<file path="src/design/eegpp_pkg.sv">
// Package for the headset packet parser: parser state, result types and byte codes.
// Used by eegpp_step and eeg_headset_packet_parser_core; depends on nothing.
`timescale 1ns / 1ps
`default_nettype none

package eegpp_pkg;

    // Framing and row codes
    localparam logic [7:0] SYNC_BYTE       = 8'hAA;
    localparam logic [7:0] EXT_BYTE        = 8'h55;
    localparam logic [7:0] RAW_CODE        = 8'h80;
    localparam logic [7:0] QUALITY_CODE    = 8'h02;
    localparam logic [7:0] ATTENTION_CODE  = 8'h04;
    localparam logic [7:0] MEDITATION_CODE = 8'h05;

    // Result kinds
    localparam logic [1:0] KIND_QUALITY    = 2'd0;
    localparam logic [1:0] KIND_ATTENTION  = 2'd1;
    localparam logic [1:0] KIND_MEDITATION = 2'd2;
    localparam logic [1:0] KIND_RAW        = 2'd3;

    typedef enum logic [2:0] {
        PH_SYNC1  = 3'd0,
        PH_SYNC2  = 3'd1,
        PH_LEN    = 3'd2,
        PH_ROW    = 3'd3,
        PH_ROWLEN = 3'd4,
        PH_VALUE  = 3'd5
    } phase_t;

    typedef struct packed {
        phase_t      phase;
        logic [7:0]  payload_left;
        logic [7:0]  row_code;
        logic [7:0]  value_left;
        logic [1:0]  value_position;
        logic [7:0]  sample_high;
    } parse_state_t;

    typedef struct packed {
        logic               emit;
        logic [1:0]         kind;
        logic signed [15:0] value;
    } result_t;

endpackage

`default_nettype wire

</file>
<file path="src/design/eegpp_step.sv">
// Combinational next-state and result logic of the packet parser for one byte.
// Depends on eegpp_pkg.
`timescale 1ns / 1ps
`default_nettype none

module eegpp_step
(
    input  wire eegpp_pkg::parse_state_t cur,
    input  wire logic [7:0]              rx_byte,
    output eegpp_pkg::parse_state_t      nxt,
    output eegpp_pkg::result_t           res
);

    logic in_payload;
    logic fits;
    logic simple_code;

    assign fits        = (cur.value_left <= cur.payload_left);
    assign simple_code = (cur.row_code == eegpp_pkg::QUALITY_CODE)
                      || (cur.row_code == eegpp_pkg::ATTENTION_CODE)
                      || (cur.row_code == eegpp_pkg::MEDITATION_CODE);

    always_comb
    begin
        nxt        = cur;
        res        = '0;
        in_payload = 1'b0;

        case (cur.phase)
            eegpp_pkg::PH_SYNC1:
            begin
                if (rx_byte == eegpp_pkg::SYNC_BYTE)
                begin
                    nxt.phase = eegpp_pkg::PH_SYNC2;
                end
            end
            eegpp_pkg::PH_SYNC2:
            begin
                nxt.phase = (rx_byte == eegpp_pkg::SYNC_BYTE) ? eegpp_pkg::PH_LEN
                                                              : eegpp_pkg::PH_SYNC1;
            end
            eegpp_pkg::PH_LEN:
            begin
                // length must be non-zero and below the sync byte
                if (rx_byte >= eegpp_pkg::SYNC_BYTE || rx_byte == 8'd0)
                begin
                    nxt.phase = eegpp_pkg::PH_SYNC1;
                end
                else
                begin
                    nxt.payload_left = rx_byte;
                    nxt.phase        = eegpp_pkg::PH_ROW;
                end
            end
            eegpp_pkg::PH_ROW:
            begin
                in_payload = 1'b1;
                // extended-code bytes are skipped
                if (rx_byte != eegpp_pkg::EXT_BYTE)
                begin
                    nxt.row_code       = rx_byte;
                    nxt.value_position = 2'd0;
                    if (rx_byte[7])
                    begin
                        nxt.phase = eegpp_pkg::PH_ROWLEN;
                    end
                    else
                    begin
                        nxt.value_left = 8'd1;
                        nxt.phase      = eegpp_pkg::PH_VALUE;
                    end
                end
            end
            eegpp_pkg::PH_ROWLEN:
            begin
                in_payload         = 1'b1;
                nxt.value_left     = rx_byte;
                nxt.value_position = 2'd0;
                nxt.phase = (rx_byte != 8'd0) ? eegpp_pkg::PH_VALUE : eegpp_pkg::PH_ROW;
            end
            eegpp_pkg::PH_VALUE:
            begin
                in_payload = 1'b1;
                if (cur.value_position == 2'd0 && simple_code)
                begin
                    // first value byte of a single-byte code
                    if (fits)
                    begin
                        res.emit  = 1'b1;
                        res.kind  = (cur.row_code == eegpp_pkg::QUALITY_CODE)
                                  ? eegpp_pkg::KIND_QUALITY
                                  : (cur.row_code == eegpp_pkg::ATTENTION_CODE)
                                  ? eegpp_pkg::KIND_ATTENTION
                                  : eegpp_pkg::KIND_MEDITATION;
                        res.value = {8'h00, rx_byte};
                    end
                end
                else if (cur.row_code == eegpp_pkg::RAW_CODE)
                begin
                    // raw sample: high byte first
                    if (cur.value_position == 2'd0)
                    begin
                        nxt.sample_high = rx_byte;
                    end
                    else if (cur.value_position == 2'd1 && fits)
                    begin
                        res.emit  = 1'b1;
                        res.kind  = eegpp_pkg::KIND_RAW;
                        res.value = {cur.sample_high, rx_byte};
                    end
                end
                if (cur.value_position != 2'd3)
                begin
                    nxt.value_position = cur.value_position + 2'd1;
                end
                if (cur.value_left != 8'd0)
                begin
                    nxt.value_left = cur.value_left - 8'd1;
                end
                if (nxt.value_left == 8'd0)
                begin
                    nxt.phase = eegpp_pkg::PH_ROW;
                end
            end
            default:
            begin
                nxt.phase = eegpp_pkg::PH_SYNC1;
            end
        endcase

        // payload count; its end always returns to hunting
        if (in_payload)
        begin
            if (cur.payload_left != 8'd0)
            begin
                nxt.payload_left = cur.payload_left - 8'd1;
            end
            if (nxt.payload_left == 8'd0)
            begin
                nxt.phase = eegpp_pkg::PH_SYNC1;
            end
        end
    end

endmodule

`default_nettype wire

</file>
<file path="src/design/eeg_headset_packet_parser_core.sv">
// Top level of the headset serial packet parser: input register, parser state, result register.
// Depends on eegpp_pkg and eegpp_step.
`timescale 1ns / 1ps
`default_nettype none

// Takes one received serial byte per transfer and gives a result transfer for each
// signal quality, attention and meditation value and each 16-bit raw sample found in a
// framed packet. A byte is taken every clock while the input does not stall; a result
// passes from the input register, where the parser state is updated, to the result
// register. The input only stalls when the result register is held by a stalled
// output and the byte waiting in the input register would produce another result.
// The checksum byte is not verified and extended-code levels are ignored.
module eeg_headset_packet_parser_core
(
    input  wire logic               clk,
    input  wire logic               rst_n,
    input  wire logic               in_valid,
    output      logic               in_stall,
    input  wire logic [7:0]         rx_byte,
    output      logic               out_valid,
    input  wire logic               out_stall,
    output      logic [1:0]         value_kind,
    output      logic signed [15:0] value
);

    logic                    in_full_reg;
    logic                    in_full_next;
    logic [7:0]              byte_reg;
    eegpp_pkg::parse_state_t state_reg;
    eegpp_pkg::parse_state_t state_next;
    eegpp_pkg::result_t      step_res;
    logic                    out_valid_reg;
    logic                    out_valid_next;
    logic [1:0]              kind_reg;
    logic signed [15:0]      value_reg;
    logic                    step_go;
    logic                    in_take;

    // Parser logic for the byte held in the input register
    eegpp_step u_step
    (
        .cur     (state_reg),
        .rx_byte (byte_reg),
        .nxt     (state_next),
        .res     (step_res)
    );

    // Byte proceeds unless it has a result and the result register cannot take it
    assign step_go  = in_full_reg && (!step_res.emit || !out_valid_reg || !out_stall);
    assign in_stall = in_full_reg && !step_go;
    assign in_take  = in_valid && !in_stall;

    assign in_full_next   = in_take || (in_full_reg && !step_go);
    assign out_valid_next = (out_valid_reg && out_stall) || (step_go && step_res.emit);

    // Control registers
    always_ff @(posedge clk or negedge rst_n)
    begin
        if (!rst_n)
        begin
            in_full_reg   <= 1'b0;
            out_valid_reg <= 1'b0;
            state_reg     <= '{phase: eegpp_pkg::PH_SYNC1, default: '0};
        end
        else
        begin
            in_full_reg   <= in_full_next;
            out_valid_reg <= out_valid_next;
            if (step_go)
            begin
                state_reg <= state_next;
            end
        end
    end

    // Payload registers
    always_ff @(posedge clk)
    begin
        if (in_take)
        begin
            byte_reg <= rx_byte;
        end
        if (step_go && step_res.emit)
        begin
            kind_reg  <= step_res.kind;
            value_reg <= step_res.value;
        end
    end

    assign out_valid  = out_valid_reg;
    assign value_kind = kind_reg;
    assign value      = value_reg;

`ifndef SYNTHESIS
    // outside a payload the remaining count is always zero, inside never
    a_payload_count: assert property (@(posedge clk) disable iff (!rst_n)
        (state_reg.payload_left == 8'd0) == (state_reg.phase == eegpp_pkg::PH_SYNC1
            || state_reg.phase == eegpp_pkg::PH_SYNC2 || state_reg.phase == eegpp_pkg::PH_LEN))
        else $error("payload count out of step with frame phase");

    // framing bytes never produce a result
    a_no_emit_framing: assert property (@(posedge clk) disable iff (!rst_n)
        (in_full_reg && (state_reg.phase == eegpp_pkg::PH_SYNC1
            || state_reg.phase == eegpp_pkg::PH_SYNC2 || state_reg.phase == eegpp_pkg::PH_LEN))
        |-> !step_res.emit)
        else $error("result produced outside a payload");

    // a held result blocks a second result byte
    a_hold_blocks: assert property (@(posedge clk) disable iff (!rst_n)
        (out_valid_reg && out_stall && in_full_reg && step_res.emit) |=> $stable(state_reg))
        else $error("parser advanced while its result could not be stored");

    // byte-valued kinds are zero-extended
    a_byte_kinds: assert property (@(posedge clk) disable iff (!rst_n)
        (out_valid_reg && kind_reg != eegpp_pkg::KIND_RAW) |-> (value_reg[15:8] == 8'h00))
        else $error("non-raw value wider than a byte");
`endif

endmodule

`default_nettype wire

</file>
<file path="config.mk">
export PLATFORM = sky130hd
export DESIGN_NAME = eeg_headset_packet_parser_core
export DESIGN_NICKNAME = d
export VERILOG_FILES = /design/src/design/eegpp_pkg.sv /design/src/design/eegpp_step.sv /design/src/design/eeg_headset_packet_parser_core.sv
export SDC_FILE = /design/constraint.sdc
export NUM_CORES = 1
export LEC_CHECK = 0
export ABC_AREA = 1
export BUFFER_PORTS_ARGS = -buffer_cell sky130_fd_sc_hd__buf_2
export CORE_ASPECT_RATIO = 0.7
export CORE_MARGIN = 2
export CORE_UTILIZATION = 57
export CTS_BUF_LIST = sky130_fd_sc_hd__clkbuf_8
export DETAILED_ROUTE_END_ITERATION = 12
export PLACE_DENSITY = 0.86
export SETUP_SLACK_MARGIN = 0.5
export SYNTH_ARGS = -nofsm -noshare
export SYNTH_HDL_FRONTEND = slang
export SYNTH_HIERARCHICAL = 1
export SYNTH_SLANG_ARGS = --single-unit
</file>
<file path="constraint.sdc">
create_clock -name clk -period 4.3 [get_ports clk]
set_clock_uncertainty 0.1 [all_clocks]
set_input_delay 0.645 -clock clk [delete_from_list [all_inputs] [get_ports clk]]
set_output_delay 0.645 -clock clk [all_outputs]
set_load 0.02 [all_outputs]
</file>
======== After elaboration in Yosys (flattened, before gate mapping) ========
Index checks and enable logic that the tools add are counted.
word-level totals
  output and inout bits ................... 20
  word-level logic and storage cells ...... 95
  input port bits ......................... 12
  flip-flop bits (word level) ............. 65
operators by class
  $lt $le $gt $ge ......................... 2
  $add $sub $neg .......................... 3
  reductions and logical operators ........ 33
  multiplexer cells ....................... 29
  equality and inequality tests ........... 16
  bitwise gates (word level) .............. 1
operators with widths
  cell                   number
  $mux W19               6
  $mux W8                7
  $pmux W10 S3           1
  $logic_not A8 Y1       3
  $reduce_bool A8 Y1     3
  $pmux W3 S6            1
  $eq A8 B3 Y1 const B   2
  $eq A8 B8 Y1 const B   2
  $sub A8 B1 Y8 const B  2
  $mux W3                5
  $mux W11               1
  $mux W10               1
  $mux W2                5
  $eq A8 B2 Y1 const B   1
  $ge A8 B8 Y1 const B   1
  $le A8 B8 Y1           1
  $ne A8 B7 Y1 const B   1
  $reduce_and A4 Y1      2
  $logic_and A1 B1 Y1    7
  $logic_or A1 B1 Y1     7
  $eq A3 B2 Y1 const B   2
  $eq A3 B3 Y1 const B   2
  $logic_not A1 Y1       5
  $reduce_and A5 Y1      1
  other kinds (12)       15

======== Logic depth before layout (Yosys ltp) ========
  depth after elaboration ................. 16
  gate-level depth with buffers ........... 16
  depth with buffers taken out ............ 16

======== Cells and area by module ========
Netlist, hierarchy kept.
modules (own cells, without submodules)
  module                          seq. area each (um^2)  area an instance (um^2)  cells an instance  instances
  eeg_headset_packet_parser_core  1756.7                 2361.0                   198                1
  eegpp_step                      0.0                    1626.6                   325                1

======== Worst setup path before layout ========
No wires, ideal clock.
  kind .................................... reg2out
  start ................................... register state_reg[33] (netlist name)
  end ..................................... output in_stall
  cell stages (with the launch flop) ...... 13
  data required time ...................... 3555 ps
  path slack .............................. 1380 ps
  buffers on the path ..................... 2
  arrival time ............................ 2175 ps
  cells stage by stage .................... dfrtp_1 inv_1 ha_1 nand2_1 nor2_1 nand3_1 o21ai_0 o211ai_1 clkbuf_1 inv_1 nand3_2 buf_6 nor2_1
RTL lines
  element                 line                                  source
  from (decl)             eeg_headset_packet_parser_core.sv:29  eegpp_pkg::parse_state_t state_reg;
  from (signal assigned)  eeg_headset_packet_parser_core.sv:71  state_reg <= state_next;
  to (decl)               eeg_headset_packet_parser_core.sv:18  output logic in_stall,

==> metrics.log <==
INFO  metric dieArea = 0.00769 mm2
INFO  metric layout_commonest_cell = sky130_fd_sc_hd__nand2_1
INFO  metric number_of_warnings_issued_by_yosys = 6
INFO  metric run_status = finished, final reports clean
INFO  metric dp.final_hpwl = 7080 um
INFO  metric min_period_over_period = 79.7%
INFO  metric worst_slew_pin_slew = between 900 and 1000 ps
INFO  metric antenna_violations_before_repair = 0
INFO  metric drt_wl_total = 10500 um
INFO  metric crit_arrival = 2680 ps
INFO  metric seq_area_frac_synth = between 40 and 50%
INFO  metric place.gp.congestion = 0.948
INFO  metric swShare = a little under a quarter
INFO  metric data_required_time_of_the_worst_path = 3560 ps
INFO  metric p_leak = approximately 2.1 nW
INFO  metric dominantRegCellSynth = sky130_fd_sc_hd__dfrtp_1
INFO  metric numClockSinks = 65
INFO  metric slew-limit-headroom = a little over a third
INFO  metric global_route.usage.total = between 20% and 30%
INFO  metric drive_above_1_share = 11.4%
INFO  metric io_buffers = 31
INFO  metric numCtsBuffers = 9
INFO  metric placementRows = 25
INFO  metric cts-hold-fix-buffers = 0
INFO  metric synthesized_area_per_cell = 7.62 um2
INFO  metric clock_insertion_delay_worst_skew = between 300 and 400 ps
INFO  metric drv_cap = 0
INFO  metric wl_per_cell = 16.1 um
INFO  metric timing.final.setup_violations = 0
INFO  metric grt_pass1_vias = ~3500
INFO  metric num_antenna_cells = 0
INFO  metric seq_power_share = 49.1%
INFO  metric ys_async_sr_fraction = 60.0%
INFO  metric clock.fmax = slightly below 300 MHz
INFO  metric areaGrowthSynthToFinish = 11.4%
INFO  metric io_pins = 32
INFO  metric timing.final.max_slew_violations = 0
INFO  metric grt_setup_unrepaired = no
INFO  metric post_cts.repair.setup_buffers = 0
INFO  metric synth_cell_type_count = 37
INFO  metric buffer_cell_driving_the_clock_tree_root = sky130_fd_sc_hd__clkbuf_8
INFO  metric clkSlewWorstSetupHoldPaths = 70 ps
INFO  metric synth.net_count = 545
INFO  metric proportion_of_netlist_area_held_by_the_largest_area_contributor = 24.5%
INFO  metric layoutNonFillerInstCount = 655
INFO  metric worst_setup_path_start_kind = register
INFO  metric critical_path.top_delay_family = buffers and inverters
INFO  metric numPlacedInstances = 635
INFO  metric synth_largest_area_cell = sky130_fd_sc_hd__dfrtp_1
INFO  metric drtIter0Drc = 559
INFO  metric critical_path.slowest_cell = sky130_fd_sc_hd__dfrtp_1
INFO  metric global_route_wire_length_before_repair = 17000 um
INFO  metric start_util = 59.0%
INFO  metric timing.final.crit_period = 3430 ps
INFO  metric grt_start_max_net_pins = 40
INFO  metric antenna_left = 0
INFO  metric finish.net_count = 578
INFO  metric p_int = 1.05 mW
INFO  metric detailedRoute.firstPassIterationCount = 6
INFO  metric setup_crit_end_kind = output pin
INFO  metric tritoncts = built
INFO  metric dieHeight = 74.0 um
INFO  metric die_width = between 100 and 150 um
INFO  metric power.clock.fraction = 46.8%
INFO  metric h-tree-depth = 3
INFO  metric postCtsResizedCells = 0
INFO  metric crit_chain = inv_1 > ha_1 > nand2_1 > nor2_1 > nand3_1 > o21ai_0 > o211ai_1 > buf_4 > inv_1 > nand3_2 > nor2_1 > buf_2
INFO  metric final-hold-violation-count = 0
INFO  metric critical_path.n_buffers_inverters = 4
INFO  metric vdd_drop_max = around 290 uV
INFO  metric global_route.overflow_total = 0
INFO  metric synth_edf_count = 26
INFO  metric timing.hold.worst.class = primary input to asynchronous set/reset pin
INFO  metric post_synth_instance_area = 0.00399 mm2
INFO  metric detail_route.vias_per_cell = ~6.0
INFO  metric postSynthRegisterBits = 65
INFO  metric remaining_drc_errors = 0
INFO  metric net-switching-power = 306 uW
INFO  metric power.combinational.fraction = between 4 and 5%
INFO  metric detailroute.via_count = about 3900
INFO  metric setup-tns-final = 0 ps
INFO  metric layout_common_cells = sky130_fd_sc_hd__nand2_1, sky130_fd_sc_hd__nand3_1, sky130_fd_sc_hd__inv_1
INFO  metric maximum_buffer_depth_of_the_clock_tree = 2
INFO  metric power.density_cell_area = a little over 300 mW/mm2
INFO  metric critical_path.max_stage_delay = 460 ps
INFO  metric largest_register_ff_count = 37
INFO  metric core_area = approximately 0.0068 mm2
INFO  metric yosys-top-cells-area = sky130_fd_sc_hd__dfrtp_1, sky130_fd_sc_hd__edfxtp_1, sky130_fd_sc_hd__nand2_1
INFO  metric post_synth_inst_count = approximately 520
INFO  metric timing.setup.critical_path_class = register to output pin
INFO  metric largest_fanout_on_the_critical_path = 7
[synth_stat cells, types with 2 or more instances]
cell and instances:
sky130_fd_sc_hd__o211ai_1 2, sky130_fd_sc_hd__o221ai_1 6, sky130_fd_sc_hd__ha_1 10, sky130_fd_sc_hd__nand2_1 155, sky130_fd_sc_hd__xor2_1 6, sky130_fd_sc_hd__nand3_1 61, sky130_fd_sc_hd__buf_2 4, sky130_fd_sc_hd__nand3_2 2
sky130_fd_sc_hd__buf_4 4, sky130_fd_sc_hd__clkbuf_1 3, sky130_fd_sc_hd__a31oi_1 7, sky130_fd_sc_hd__buf_6 4, sky130_fd_sc_hd__nor3_1 5, sky130_fd_sc_hd__nor2_2 3, sky130_fd_sc_hd__dfrtp_1 39, sky130_fd_sc_hd__inv_1 55
sky130_fd_sc_hd__o21ai_0 24, sky130_fd_sc_hd__o22ai_1 2, sky130_fd_sc_hd__nor3b_1 8, sky130_fd_sc_hd__nor2_1 48, sky130_fd_sc_hd__nand4_1 10, sky130_fd_sc_hd__a21oi_1 23, sky130_fd_sc_hd__nor3_2 2, sky130_fd_sc_hd__edfxtp_1 26
sky130_fd_sc_hd__o2111ai_1 2
[metal layers]
layer / up-vias / global-route usage (%) / share of wire, %
li1: 1815 / - / -
met1: 1798 / 39.9 / 42
met2: 278 / 42.9 / 43
met3: 33 / 9.29 / 13
met4: 0 / 8.71 / 1.6
met5: - / 0 / 0
[worst paths after layout]
kind / from / endpoint / slack [ps] / depth (start not counted)
worst min-delay path: rst_n / state_reg[4]$_DFFE_PN0P_ / 340 / 1
worst max-delay path: state_reg[30]$_DFFE_PN0P_ / in_stall / 870 / 12
min in group clk: rx_byte[2] / byte_reg[2]$_DFFE_PP_ / 360 / 1
max in group asynchronous: rst_n / out_valid$_DFF_PN0_ / 3150 / 1
worst max register to register: state_reg[29]$_DFFE_PN0P_ / state_reg[18]$_DFFE_PN0P_ / 1080 / 15
worst min register to register: state_reg[5]$_DFFE_PN0P_ / state_reg[5]$_DFFE_PN0P_ / 390 / 2
[cell type report]
| cell class | instances | area [um2] |
|---|---|---|
| multi-input combinational | 387 | 1910 |
| timing repair buffer | 37 | 200 |
| fill | 578 | 2310 |
| inverter | 56 | 210 |
| clock buffer | 9 | 124 |
| sequential | 65 | 1760 |
| clock inverter | 7 | 119 |
| tap | 94 | 118 |
[cells by family after synthesis]
group / after synthesis / synth area share (%)
and+or+nand+nor: 300 / 33.1
AOI/OAI and AO/OA: 71 / 10.4
buffers and inverters: 71 / 7.94
DFF: 65 / 44.1
adders and majority gates: 10 / 3.14
xor gates and xnor gates: 6 / 1.32
[power by group through the flow]
stage                     Combinational (mW)  Clock (mW)  Sequential (mW)
final                                 0.0560       0.634            0.665
after global routing                  0.0611       0.670            0.664
after CTS                             0.0546       0.643            0.663
after global placement                0.0528           0            0.676
after floorplan                       0.0337           0            0.670
after detailed placement              0.0543           0            0.676
[worst reg2reg max path, stage by stage, from the launching register on]
cell and delay, ps:
sky130_fd_sc_hd__dfrtp_1 450, sky130_fd_sc_hd__inv_1 90, sky130_fd_sc_hd__ha_1 300, sky130_fd_sc_hd__nand2_1 60
sky130_fd_sc_hd__o21ai_0 190, sky130_fd_sc_hd__nand2_1 80, sky130_fd_sc_hd__o211ai_1 80, sky130_fd_sc_hd__o21ai_0 170
sky130_fd_sc_hd__o211ai_1 160, sky130_fd_sc_hd__buf_4 220, sky130_fd_sc_hd__inv_1 80, sky130_fd_sc_hd__nand3_2 70
sky130_fd_sc_hd__buf_4 400, sky130_fd_sc_hd__nand2_4 390, sky130_fd_sc_hd__nand2_1 180, sky130_fd_sc_hd__nand2_1 70
[stage by stage]
step / cell area (um2) / worst slack (ps) / util [%] / hold slack (ps) / power [mW]
6_report: 4440 / 872 / 65.7 / 337 / 1.35
5_1_grt: 4440 / 682 / 65.7 / 345 / 1.40
4_1_cts: 4410 / 756 / 65.3 / 349 / 1.36
3_5_place_dp: 4170 / 1040 / 61.7 / 382 / 0.730
3_3_place_gp: 4170 / 1200 / 61.7 / 375 / 0.728
2_1_floorplan: 3990 / 1380 / - / 249 / 0.703
Power figures use the tool's default switching activity.
